$ cat config.mk
export PLATFORM = sky130hd
export DESIGN_NAME = gap_ram
export DESIGN_NICKNAME = d
export VERILOG_FILES = /design/src/rtl/gap_ram.sv
export SDC_FILE = /design/constraint.sdc
export NUM_CORES = 1
export LEC_CHECK = 0
export BUFFER_PORTS_ARGS = -buffer_cell sky130_fd_sc_hd__buf_2
export CAP_MARGIN = 5
export CELL_PAD_IN_SITES_DETAIL_PLACEMENT = 1
export CELL_PAD_IN_SITES_GLOBAL_PLACEMENT = 2
export CORE_AREA = 2 2 39 41
export CTS_BUF_LIST = sky130_fd_sc_hd__clkbuf_4
export DETAILED_ROUTE_END_ITERATION = 8
export DIE_AREA = 0 0 41 43
export PLACE_DENSITY = 0.53
export SYNTH_ARGS = -nofsm -noshare
export SYNTH_HDL_FRONTEND = slang
export SYNTH_SLANG_ARGS = --single-unit
$ cat constraint.sdc
create_clock -name clk_i -period 1.4 [get_ports clk_i]
set_input_delay 0.21 -clock clk_i [delete_from_list [all_inputs] [get_ports clk_i]]
set_output_delay 0.21 -clock clk_i [all_outputs]
set_load 0.01 [all_outputs]
$ cat src/rtl/gap_ram.sv
`timescale 1ns / 1ps
`default_nettype none
module gap_ram #(
  parameter int unsigned Width = 1,
  parameter int unsigned Depth = 4
) (
  input  wire logic                     clk_i,
  input  wire logic                     we_i,
  input  wire logic [$clog2(Depth)-1:0] waddr_i,
  input  wire logic [Width-1:0]         wdata_i,
  input  wire logic [$clog2(Depth)-1:0] raddr_i,
  output logic [Width-1:0]              rdata_o
);
  logic [Width-1:0] mem [Depth];

  always_ff @(posedge clk_i) begin
    if (we_i) begin
      mem[waddr_i] <= wdata_i;
    end
    rdata_o <= mem[raddr_i];
  end
endmodule
`default_nettype wire

==> metrics <==
status=completed; worst-path maximum fanout=1; DRC viols=0; most frequent cells in the layout=buf_2 (7), edfxtp_1 (4), clkbuf_4 (3); most area-hungry cell type in the Yosys netlist=edfxtp_1; Power Density=between 1000 and 1500 mW/mm²; CP endpoint kind=register; setup ws final=0.459 ns; Hold Buf Count CTS=0; syn_nets=17; post-synthesis sequential area ratio=72.3%; f_max=1.06 GHz; Netlist cell types=6; yosys warns=0; initial drt markers=2; Seq cells post-synth=5; Initial Util=between 10% and 20%; H-Tree Depth=1; Final Util=20.0%; leading cell type in the layout, fill and taps excluded=buf_2; worst path bufs/invs=0; Die X=41 µm; Tmin final=around 0.94 ns; total power draw=roughly 0.00037 W; setup_tns=0 ns; max-slew violations=0; clk root buf=clkbuf_4; final clock skew=0.00561 ns; adder-cell share of the synthesized area=0%; Reg clk slew, reported paths=around 0.050 ns; Hold Fails Final Rpt=0; Worst Max-Slew Pin Slew=around 0.24 ns; n_diodes=0; core area=0.00138 mm²; multiplexer share of the synthesized area=between 10% and 20%; vias per cell=approximately 3.6; All-Layer GR Usage=5.27%; # IOs=8; Routability Congestion=0.586; Routed wire per std cell=between 8 and 9 µm; Mapped Cells=10; Clock Sinks=5; DRT antenna net count=0; TritonCTS buffer count=3; final wirelength=323 µm; Setup WS pre-CTS=about 0.46 ns; Mapped Area=about 190 µm²; CP delay by family, top=multiplexers; wire length of the first global-routing pass=~520 µm; Max clock buf depth=2; drt first pass iters=2; GR Overflow Total=0; PortBufs=7; Critical Path Source Type=register; maxcap violations=0; Post-Syn Area per Cell=approximately 19 µm²; final setup fails=0; arrival time worst endpoint=1.06 ns; critical path's largest stage delay=0.46 ns; ranking of synthesized cells by area=edfxtp_1 (62%), mux4_2 (12%), dfxtp_1 (10%); Critical Setup Path Class=reg -> reg; critical path cell sequence=mux4_2; area grow syn2layout=42.6%; XOR/XNOR share of the synthesized area=0%; Slew headroom=a little over four fifths; Synth Area in Compound Gates=0%; initial antenna violation count=0; postcts setup bufs=0; area share of and/or/nand/nor cells after synthesis=16.1%; Skew-Pair Late Insertion Delay=between 0.2 and 0.3 ns; largest family of logic cells by synthesized area=simple AND/OR/NAND/NOR gates; NumNets Final=29; routed vias=132; die area=0.00176 mm²; post-synth top area share=61.9%; HP Class=in -> reg; peak supply drop=around 0.33 mV; share of layout cells above drive strength 1=between 50% and 60%; largest net degree at the start of global routing=5; Pleak=~0.12 nW; Slowest cell on crit path=mux4_2; Data required, critical path=1.51 ns; TritonCTS clock tree=yes; vias in the first global route=between 100 and 150; post-route clock period utilization=between 60% and 70%; Rows=14; Post-CTS Resized=0; Die H=43 µm; RSZ-0062 raised after global routing=no
==> power breakdown <==
group / internal (W) / total, W / switching (W)
sequential: 0.000170 / 0.000171 / 0.00000161
combinational: 0.0000151 / 0.0000260 / 0.0000109
clock: 0.000104 / 0.000168 / 0.0000646
==> flip-flops by register name (all words and copies together), names as in the netlist <==
name and flops:
mem 4, rdata_o 1
==> worst paths after layout <==
| path | from | to | slack, ns | cells past startpoint |
|---|---|---|---|---|
| worst max-delay path | mem[3] | rdata_o | 0.46 | 1 |
| worst min-delay path | wdata_i | mem[2] | 0.19 | 1 |
| worst max register to register | mem[3] | rdata_o | 0.46 | 1 |
| worst min register to register | mem[2] | rdata_o | 0.56 | 1 |
==> cell type report <==
class / count / area, µm²
Fill cell: 159 / 1110
Multi-Input combinational cell: 5 / 53.8
Sequential cell: 5 / 140
Timing Repair Buffer: 7 / 35.0
Tap cell: 16 / 20.0
Clock buffer: 3 / 22.5
Clock inverter: 1 / 5.00
==> Yosys cell counts, drive strengths merged <==
library cell / n
edfxtp: 4
mux4: 1
nor3b: 1
and3b: 2
dfxtp: 1
and3: 1
==> through the flow <==
step,instance area [µm²],hold slack (ns),cells
6_report,277,0.189,37
5_1_grt,277,0.180,37
4_1_cts,277,0.179,37
3_5_place_dp,249,0.441,33
3_3_place_gp,249,0.424,33
2_1_floorplan,194,0.309,10
==> kinds of logic after synthesis <==
kind of cell | after synthesis
flops | 5
simple gates | 4
mux | 1
==> layer usage <==
metal | wire length [µm] | up-vias | global-route usage [%]
met4 | 0 | 0 | 4.00
met1 | 124 | 60 | 4.97
met5 | 0 | - | 0
met3 | 63 | 0 | 6.28
li1 | - | 62 | -
met2 | 135 | 10 | 5.94
Note: power is estimated with default switching activity, not from simulation.
